[src/rtl/mvts_pkg.sv]
package mvts_pkg;

  localparam logic [15:0] TICKS_PER_MINUTE = 16'd60000;

  localparam logic [1:0] CMD_TICK  = 2'd0;
  localparam logic [1:0] CMD_OPEN  = 2'd1;
  localparam logic [1:0] CMD_CLOSE = 2'd2;

  localparam int CFG_IDX_W = 8;
  localparam logic [CFG_IDX_W-1:0] CFG_REVERSAL_PAUSE = 8'd0;
  localparam logic [CFG_IDX_W-1:0] CFG_CONTROL_PULSE  = 8'd1;

  localparam logic [15:0] REVERSAL_PAUSE_RST = 16'd1000;
  localparam logic [15:0] CONTROL_PULSE_RST  = 16'd10000;

  // drive_and_lamps bit positions
  localparam int DL_OPEN_DRIVE  = 0;
  localparam int DL_CLOSE_DRIVE = 1;
  localparam int DL_OPEN_LAMP   = 2;
  localparam int DL_CLOSE_LAMP  = 3;

  localparam logic [3:0] DL_OPENED = 4'b0101;
  localparam logic [3:0] DL_CLOSED = 4'b1010;
  localparam logic [3:0] DL_DRIVES = 4'b0011;

  localparam logic [16:0] MAX17 = 17'h1FFFF;
  localparam logic [31:0] MAX32 = 32'hFFFF_FFFF;

  typedef struct packed {
    logic        open_drive;
    logic        close_drive;
    logic        open_lamp;
    logic        close_lamp;
    logic        valve_is_open;
    logic [31:0] remaining;
  } result_t;

endpackage

[src/rtl/mvts_core.sv]
module mvts_core (
  input  logic                          clk,
  input  logic                          rst_n,
  input  logic                          step,
  input  logic [1:0]                    command,
  input  logic [15:0]                   duration_minutes,
  input  logic                          cfg_we,
  input  logic [mvts_pkg::CFG_IDX_W-1:0] cfg_index,
  input  logic [15:0]                   cfg_data,
  output mvts_pkg::result_t             result
);

  logic [15:0] pause_r;
  logic [15:0] pulse_r;

  logic        open_pending_r, open_pending_nxt;
  logic [31:0] open_elapsed_r, open_elapsed_nxt;
  logic [15:0] stored_duration_r, stored_duration_nxt;
  logic [31:0] span_r, span_nxt;
  logic        close_pending_r, close_pending_nxt;
  logic [16:0] close_elapsed_r, close_elapsed_nxt;
  logic        pulse_active_r, pulse_active_nxt;
  logic [16:0] pulse_elapsed_r, pulse_elapsed_nxt;
  logic        open_flag_r, open_flag_nxt;
  logic [3:0]  dl_r, dl_nxt;

  logic [31:0] product;
  logic [31:0] remaining;

  assign product = 32'(duration_minutes) * 32'(mvts_pkg::TICKS_PER_MINUTE);

  always_comb begin
    open_pending_nxt    = open_pending_r;
    open_elapsed_nxt    = open_elapsed_r;
    stored_duration_nxt = stored_duration_r;
    span_nxt            = span_r;
    close_pending_nxt   = close_pending_r;
    close_elapsed_nxt   = close_elapsed_r;
    pulse_active_nxt    = pulse_active_r;
    pulse_elapsed_nxt   = pulse_elapsed_r;
    open_flag_nxt       = open_flag_r;
    dl_nxt              = dl_r;
    unique case (command)
      mvts_pkg::CMD_TICK: begin
        if (open_pending_r && open_elapsed_r != mvts_pkg::MAX32) begin
          open_elapsed_nxt = open_elapsed_r + 32'd1;
        end
        if (close_pending_r && close_elapsed_r != mvts_pkg::MAX17) begin
          close_elapsed_nxt = close_elapsed_r + 17'd1;
        end
        if (pulse_active_r && pulse_elapsed_r != mvts_pkg::MAX17) begin
          pulse_elapsed_nxt = pulse_elapsed_r + 17'd1;
        end
        if (open_pending_r && open_elapsed_nxt > 32'(pause_r)) begin
          if (!open_flag_r) begin
            dl_nxt            = mvts_pkg::DL_OPENED;
            open_flag_nxt     = 1'b1;
            pulse_active_nxt  = 1'b1;
            pulse_elapsed_nxt = '0;
          end
          if (open_elapsed_nxt > span_r) begin
            dl_nxt            = mvts_pkg::DL_CLOSED;
            open_pending_nxt  = 1'b0;
            open_flag_nxt     = 1'b0;
            pulse_active_nxt  = 1'b1;
            pulse_elapsed_nxt = '0;
          end
        end
        if (close_pending_r && close_elapsed_nxt > 17'(pause_r)) begin
          close_pending_nxt = 1'b0;
          dl_nxt            = mvts_pkg::DL_CLOSED;
          open_pending_nxt  = 1'b0;
          open_flag_nxt     = 1'b0;
          pulse_active_nxt  = 1'b1;
          pulse_elapsed_nxt = '0;
        end
        if (pulse_active_nxt && pulse_elapsed_nxt > 17'(pulse_r)) begin
          dl_nxt           = dl_nxt & ~mvts_pkg::DL_DRIVES;
          pulse_active_nxt = 1'b0;
        end
      end
      mvts_pkg::CMD_OPEN: begin
        dl_nxt              = dl_r & ~mvts_pkg::DL_DRIVES;
        open_pending_nxt    = 1'b1;
        open_elapsed_nxt    = '0;
        stored_duration_nxt = duration_minutes;
        span_nxt            = product;
      end
      mvts_pkg::CMD_CLOSE: begin
        dl_nxt            = dl_r & ~mvts_pkg::DL_DRIVES;
        close_pending_nxt = 1'b1;
        close_elapsed_nxt = '0;
      end
      default: begin
      end
    endcase
  end

  // on an open word elapsed is zero, so the product is the remaining time
  always_comb begin
    if (command == mvts_pkg::CMD_OPEN) begin
      remaining = product;
    end else if (open_pending_nxt) begin
      remaining = (span_r > open_elapsed_nxt) ? span_r - open_elapsed_nxt : '0;
    end else begin
      remaining = 32'(stored_duration_r);
    end
  end

  always_comb begin
    result.open_drive    = dl_nxt[mvts_pkg::DL_OPEN_DRIVE];
    result.close_drive   = dl_nxt[mvts_pkg::DL_CLOSE_DRIVE];
    result.open_lamp     = dl_nxt[mvts_pkg::DL_OPEN_LAMP];
    result.close_lamp    = dl_nxt[mvts_pkg::DL_CLOSE_LAMP];
    result.valve_is_open = open_flag_nxt;
    result.remaining     = remaining;
  end

  always_ff @(posedge clk) begin
    if (!rst_n) begin
      pause_r <= mvts_pkg::REVERSAL_PAUSE_RST;
      pulse_r <= mvts_pkg::CONTROL_PULSE_RST;
    end else if (cfg_we) begin
      if (cfg_index == mvts_pkg::CFG_REVERSAL_PAUSE) begin
        pause_r <= cfg_data;
      end
      if (cfg_index == mvts_pkg::CFG_CONTROL_PULSE) begin
        pulse_r <= cfg_data;
      end
    end
  end

  always_ff @(posedge clk) begin
    if (!rst_n) begin
      open_pending_r    <= 1'b0;
      open_elapsed_r    <= '0;
      stored_duration_r <= '0;
      span_r            <= '0;
      close_pending_r   <= 1'b0;
      close_elapsed_r   <= '0;
      pulse_active_r    <= 1'b0;
      pulse_elapsed_r   <= '0;
      open_flag_r       <= 1'b0;
      dl_r              <= '0;
    end else if (step) begin
      open_pending_r    <= open_pending_nxt;
      open_elapsed_r    <= open_elapsed_nxt;
      stored_duration_r <= stored_duration_nxt;
      span_r            <= span_nxt;
      close_pending_r   <= close_pending_nxt;
      close_elapsed_r   <= close_elapsed_nxt;
      pulse_active_r    <= pulse_active_nxt;
      pulse_elapsed_r   <= pulse_elapsed_nxt;
      open_flag_r       <= open_flag_nxt;
      dl_r              <= dl_nxt;
    end
  end

  a_drive_exclusive: assert property (@(posedge clk) disable iff (!rst_n)
    !(dl_r[mvts_pkg::DL_OPEN_DRIVE] && dl_r[mvts_pkg::DL_CLOSE_DRIVE]))
    else $error("open and close lines driven together");

  a_drive_needs_pulse: assert property (@(posedge clk) disable iff (!rst_n)
    (dl_r[mvts_pkg::DL_OPEN_DRIVE] || dl_r[mvts_pkg::DL_CLOSE_DRIVE]) |-> pulse_active_r)
    else $error("motor line driven without a running pulse timer");

  a_open_lamps: assert property (@(posedge clk) disable iff (!rst_n)
    open_flag_r |-> (dl_r[mvts_pkg::DL_OPEN_LAMP] && !dl_r[mvts_pkg::DL_CLOSE_LAMP]))
    else $error("open flag set with lamps not showing open");

endmodule

[src/rtl/mvts_outq.sv]
module mvts_outq (
  input  logic              clk,
  input  logic              rst_n,
  input  logic              push,
  input  mvts_pkg::result_t push_data,
  output logic              full,
  output logic              out_valid,
  input  logic              out_stall,
  output mvts_pkg::result_t out_data
);

  logic              main_valid_r, main_valid_nxt;
  logic              skid_valid_r, skid_valid_nxt;
  mvts_pkg::result_t main_r, main_nxt;
  mvts_pkg::result_t skid_r, skid_nxt;
  logic              pop;

  assign pop       = main_valid_r && !out_stall;
  assign full      = skid_valid_r;
  assign out_valid = main_valid_r;
  assign out_data  = main_r;

  always_comb begin
    main_valid_nxt = main_valid_r;
    skid_valid_nxt = skid_valid_r;
    main_nxt       = main_r;
    skid_nxt       = skid_r;
    if (pop) begin
      if (skid_valid_r) begin
        main_nxt       = skid_r;
        skid_valid_nxt = 1'b0;
      end else begin
        main_valid_nxt = push;
        main_nxt       = push_data;
      end
    end else if (push) begin
      if (!main_valid_r) begin
        main_valid_nxt = 1'b1;
        main_nxt       = push_data;
      end else begin
        skid_valid_nxt = 1'b1;
        skid_nxt       = push_data;
      end
    end
  end

  always_ff @(posedge clk) begin
    if (!rst_n) begin
      main_valid_r <= 1'b0;
      skid_valid_r <= 1'b0;
    end else begin
      main_valid_r <= main_valid_nxt;
      skid_valid_r <= skid_valid_nxt;
    end
  end

  always_ff @(posedge clk) begin
    main_r <= main_nxt;
    skid_r <= skid_nxt;
  end

  a_skid_behind_main: assert property (@(posedge clk) disable iff (!rst_n)
    skid_valid_r |-> main_valid_r)
    else $error("skid word held with empty output register");

endmodule

[src/rtl/motor_valve_timed_sequencer.sv]
// Motorized valve sequencer. Every accepted input word (1 ms tick, open with a
// duration in minutes, or close) yields exactly one result word carrying the
// drive lines, lamps, open flag and remaining time (ms while an open is pending,
// otherwise the stored duration in minutes). One word is taken per cycle while
// in_stall is low: the timers and checks are combinational and settle into the
// state registers, and a two-word output buffer lets input continue while a
// result is stalled. in_stall rises only when both output words are occupied.
// Configuration (index 0 reversal pause, index 1 pulse time) is always ready and
// should be written while the block is idle.
module motor_valve_timed_sequencer (
  input  logic                           clk,
  input  logic                           rst_n,
  input  logic                           in_valid,
  output logic                           in_stall,
  input  logic [1:0]                     in_command,
  input  logic [15:0]                    in_duration_minutes,
  output logic                           out_valid,
  input  logic                           out_stall,
  output logic                           out_open_drive,
  output logic                           out_close_drive,
  output logic                           out_open_lamp,
  output logic                           out_close_lamp,
  output logic                           out_valve_is_open,
  output logic [31:0]                    out_remaining,
  input  logic                           cfg_valid,
  output logic                           cfg_ready,
  input  logic [mvts_pkg::CFG_IDX_W-1:0] cfg_index,
  input  logic [15:0]                    cfg_data
);

  logic              step;
  logic              full;
  mvts_pkg::result_t result;
  mvts_pkg::result_t out_word;

  assign in_stall  = full;
  assign step      = in_valid && !full;
  assign cfg_ready = 1'b1;

  mvts_core u_core (
    .clk              (clk),
    .rst_n            (rst_n),
    .step             (step),
    .command          (in_command),
    .duration_minutes (in_duration_minutes),
    .cfg_we           (cfg_valid),
    .cfg_index        (cfg_index),
    .cfg_data         (cfg_data),
    .result           (result)
  );

  mvts_outq u_outq (
    .clk       (clk),
    .rst_n     (rst_n),
    .push      (step),
    .push_data (result),
    .full      (full),
    .out_valid (out_valid),
    .out_stall (out_stall),
    .out_data  (out_word)
  );

  assign out_open_drive    = out_word.open_drive;
  assign out_close_drive   = out_word.close_drive;
  assign out_open_lamp     = out_word.open_lamp;
  assign out_close_lamp    = out_word.close_lamp;
  assign out_valve_is_open = out_word.valve_is_open;
  assign out_remaining     = out_word.remaining;

endmodule

[config.mk]
export PLATFORM = sky130hd
export DESIGN_NAME = motor_valve_timed_sequencer
export DESIGN_NICKNAME = d
export VERILOG_FILES = /design/src/rtl/mvts_pkg.sv /design/src/rtl/mvts_core.sv /design/src/rtl/mvts_outq.sv /design/src/rtl/motor_valve_timed_sequencer.sv
export SDC_FILE = /design/constraint.sdc
export NUM_CORES = 1
export LEC_CHECK = 0
export BUFFER_PORTS_ARGS = -buffer_cell sky130_fd_sc_hd__clkbuf_2
export CAP_MARGIN = 20
export CORE_MARGIN = 10
export CORE_UTILIZATION = 42
export CTS_CLUSTER_DIAMETER = 50
export DETAILED_ROUTE_END_ITERATION = 12
export GPL_ROUTABILITY_DRIVEN = 0
export SYNTH_ARGS = -nofsm -noshare
export SYNTH_HDL_FRONTEND = slang
export SYNTH_SLANG_ARGS = --single-unit
[constraint.sdc]
create_clock -name clk -period 12.1 [get_ports clk]
set_clock_uncertainty 0.1 [all_clocks]
set_input_delay 0.605 -clock clk [delete_from_list [all_inputs] [get_ports clk]]
set_output_delay 0.605 -clock clk [all_outputs]
set_load 0.005 [all_outputs]
==> impl_metrics.env <==
export IMPL_slowest_stage="or4b_2"
export IMPL_hold_path_end="u_core.pulse_r[10]"
export IMPL_first_iter_violations=1399
export IMPL_core_um2=42900
export IMPL_synth_top_area_cell="dfxtp_1"
export IMPL_cts_buffer_depth=3
export IMPL_h_tree_depth=2
export IMPL_fmax_mhz=116
export IMPL_ys_warn_count=0
export IMPL_cpLargestDelayFamily="simple AND/OR/NAND/NOR gates"
export IMPL_rsz0062_at_grt="no"
export IMPL_vias_per_cell=5.70
export IMPL_clkTransAtPathRegs_ns=0.06
export IMPL_arrival_ns=8.86
export IMPL_area_growth_pct=11.7
export IMPL_ys_top_cells_by_area="dfxtp_1 17%, ha_1 13%, edfxtp_1 12%"
export IMPL_antenna_found_initial=0
export IMPL_whs_path_depth=3
export IMPL_grt_max_degree=77
export IMPL_cts_buffers=37
export IMPL_reg2regPathDepth=32
export IMPL_cts_hold_buf=0
export IMPL_grt_pass1_wl_mm=82.2
export IMPL_synthArstFlopShare=0
export IMPL_root_buffer="clkbuf_16"
export IMPL_power_total_mw=3.94
export IMPL_yosysMostFrequentCell="nand2_1"
export IMPL_path_max_fanout=34
export IMPL_tightest_slew_ns=1.06
export IMPL_diodes=0
export IMPL_ys_seq_area_frac=0.289
export IMPL_hp_start="cfg_data[10]"
export IMPL_numClockSinks=224
export IMPL_r2r_start="u_core.open_elapsed_r[0]"
export IMPL_clk_latency_ns=0.55
export IMPL_dieArea_um2=51800
export IMPL_post_drt_wl_per_cell_um=18.8
export IMPL_final_antenna_net_count=0
export IMPL_max_slew_margin_rel=0.287
export IMPL_tns_ns=0
export IMPL_routed_wl_mm=51.5
export IMPL_finalCritPeriodShare=0.716
export IMPL_ys_flop_type="dfxtp_1"
export IMPL_cts_tree="done"
export IMPL_n_fill_cell=4131
export IMPL_hold_violations=0
export IMPL_die_h_um=228
export IMPL_yosys_top_cells_count="227 x nand2_1, 195 x nor2_1, 189 x ha_1"
export IMPL_crit_type="reg -> reg"
export IMPL_drive_gt1_frac=0.110
export IMPL_dp_hpwl_mm=38.9
export IMPL_critPathBufInv=1
export IMPL_netlist_area_um2=18100
export IMPL_status="finished clean"
export IMPL_start_kind="flop"
export IMPL_ir_drop_mv=0.128
export IMPL_required_ns=12.30
export IMPL_power_density_nw_per_um2=195
export IMPL_ff2ff_setup_slack_ns=3.44
export IMPL_syn_nets=2395
export IMPL_overflow=0
export IMPL_path_common_cell="ha_1"
export IMPL_cts_setup_buffers=0
export IMPL_synth_top_area_share=0.166
export IMPL_ys_ff_latch=224
export IMPL_regToRegEndpoint="u_outq.out_data[35]"
export IMPL_max_cap_violations=0
export IMPL_portBuffers=85
export IMPL_max_stage_delay_ns=0.63
export IMPL_dieWidth_um=228
export IMPL_num_rows=76
export IMPL_endpoint_kind="flop"
export IMPL_start_util=0.422
export IMPL_finalMaxSlewViolations=0
export IMPL_io_pins=87
export IMPL_cts_resized=0
export IMPL_holdCritPathClass="in -> reg"
export IMPL_vias=15573
export IMPL_route_detailed_drc=0
export IMPL_synthCells=2098
export IMPL_first_pass_iters=5
export IMPL_nets=2418
export IMPL_p_leak_nw=8.70
export IMPL_setup_viol=0
export IMPL_min_period_ns=8.66
export IMPL_synth_cell_types=89
export IMPL_grtUsageTotal=0.199
export IMPL_synth_edff_count=74
export IMPL_grt_pass1_vias=15028
export IMPL_avgSynthCellArea_um2=8.63
## cells in the final DEF, fill, tap and decap left out, types with 28 or more instances in the layout
cell / Yosys / routed
mux2i_1: 32 / 32
xor2_1: 39 / 39
clkbuf_16: 0 / 40
nand2_1: 227 / 226
inv_1: 135 / 135
and3_1: 30 / 29
a22oi_1: 33 / 33
fa_1: 61 / 61
xnor2_1: 72 / 72
nand3_1: 56 / 56
clkbuf_2: 2 / 85
o21ai_0: 57 / 56
a31oi_1: 28 / 28
a211oi_1: 34 / 34
nor3_1: 43 / 43
ha_1: 189 / 188
a21oi_1: 151 / 151
nor2_1: 195 / 193
edfxtp_1: 74 / 74
a21o_1: 64 / 64
dfxtp_1: 150 / 150
nand4_1: 39 / 39
## power by group
group / switching, mW / internal (mW)
clock network: 0.403 / 0.715
registers: 0.0476 / 0.886
logic: 1.12 / 0.773
total: 1.57 / 2.37
## how the worst max path moves through the flow
stage	slack, ns	endpoint	from	cells after the start
after floorplan	4.98	u_outq.out_data[35]	u_core.open_elapsed_r[1]	32
after global placement	4.02	u_outq.out_data[35]	u_core.open_elapsed_r[0]	31
after detailed placement	3.71	u_outq.out_data[35]	u_core.open_elapsed_r[0]	32
after CTS	3.67	u_outq.out_data[35]	u_core.open_elapsed_r[0]	32
after global routing	2.99	u_outq.out_data[35]	u_core.open_elapsed_r[0]	32
final	3.44	u_outq.out_data[35]	u_core.open_elapsed_r[0]	32
## worst min-delay path, cell delays in order
cell      delay, ns
clkbuf_2       0.09
mux2i_1        0.06
nand2_1        0.05
## per-stage QoR
stage	area (um2)	hold WS [ns]	cells	worst slack, ns	util
after global placement	18900	0.348	2666	4.02	0.441
after floorplan	18100	0.337	2098	4.98	-
final	20200	0.182	2734	3.44	0.471
after global routing	20200	0.191	2734	2.99	0.471
after detailed placement	18900	0.353	2667	3.71	0.441
after CTS	20200	0.159	2734	3.67	0.471
## routing by layer
metal | GRT usage | share of wire
met5 | 0 | 0
met2 | 0.311 | 0.44
met1 | 0.276 | 0.47
met3 | 0.0303 | 0.062
met4 | 0.0628 | 0.025
## state kept, by name, summed over array words and instances, names as in the netlist
signal                    flops
u_core.span_r                26
u_core.dl_r                   4
u_core.pause_r               16
u_core.close_elapsed_r       17
u_core.stored_duration_r     16
u_outq.out_valid              1
u_core.pulse_elapsed_r       17
u_core.open_elapsed_r        32
u_core.pulse_r               16
u_core.pulse_active_r         1
u_core.open_flag_r            1
u_core.close_pending_r        1
u_outq.full                   1
u_core.open_pending_r         1
u_outq.skid_r                37
u_outq.out_data              37
## cell families (layout without fill, tap and decap cells)
family,after synthesis,in the layout,share of synthesized area
simple gates,699,699,0.185
compound gates,504,504,0.185
buf+inv,252,303,0.0552
fa+ha+maj,250,250,0.198
flops,224,224,0.289
xor+xnor,111,111,0.0537
mux,57,57,0.0332
other cells,1,1,0.000207
## final cells by class
class / count / area [um2] / share of cell area
Tap cell: 585 / 732 / 0.0362
Clock buffer: 48 / 1070 / 0.0530
Sequential cell: 224 / 5230 / 0.258
Timing Repair Buffer: 100 / 538 / 0.0266
Clock inverter: 19 / 229 / 0.0113
Multi-Input combinational cell: 1622 / 11900 / 0.589
Inverter: 136 / 513 / 0.0254
Power figures use the tool's default switching activity.
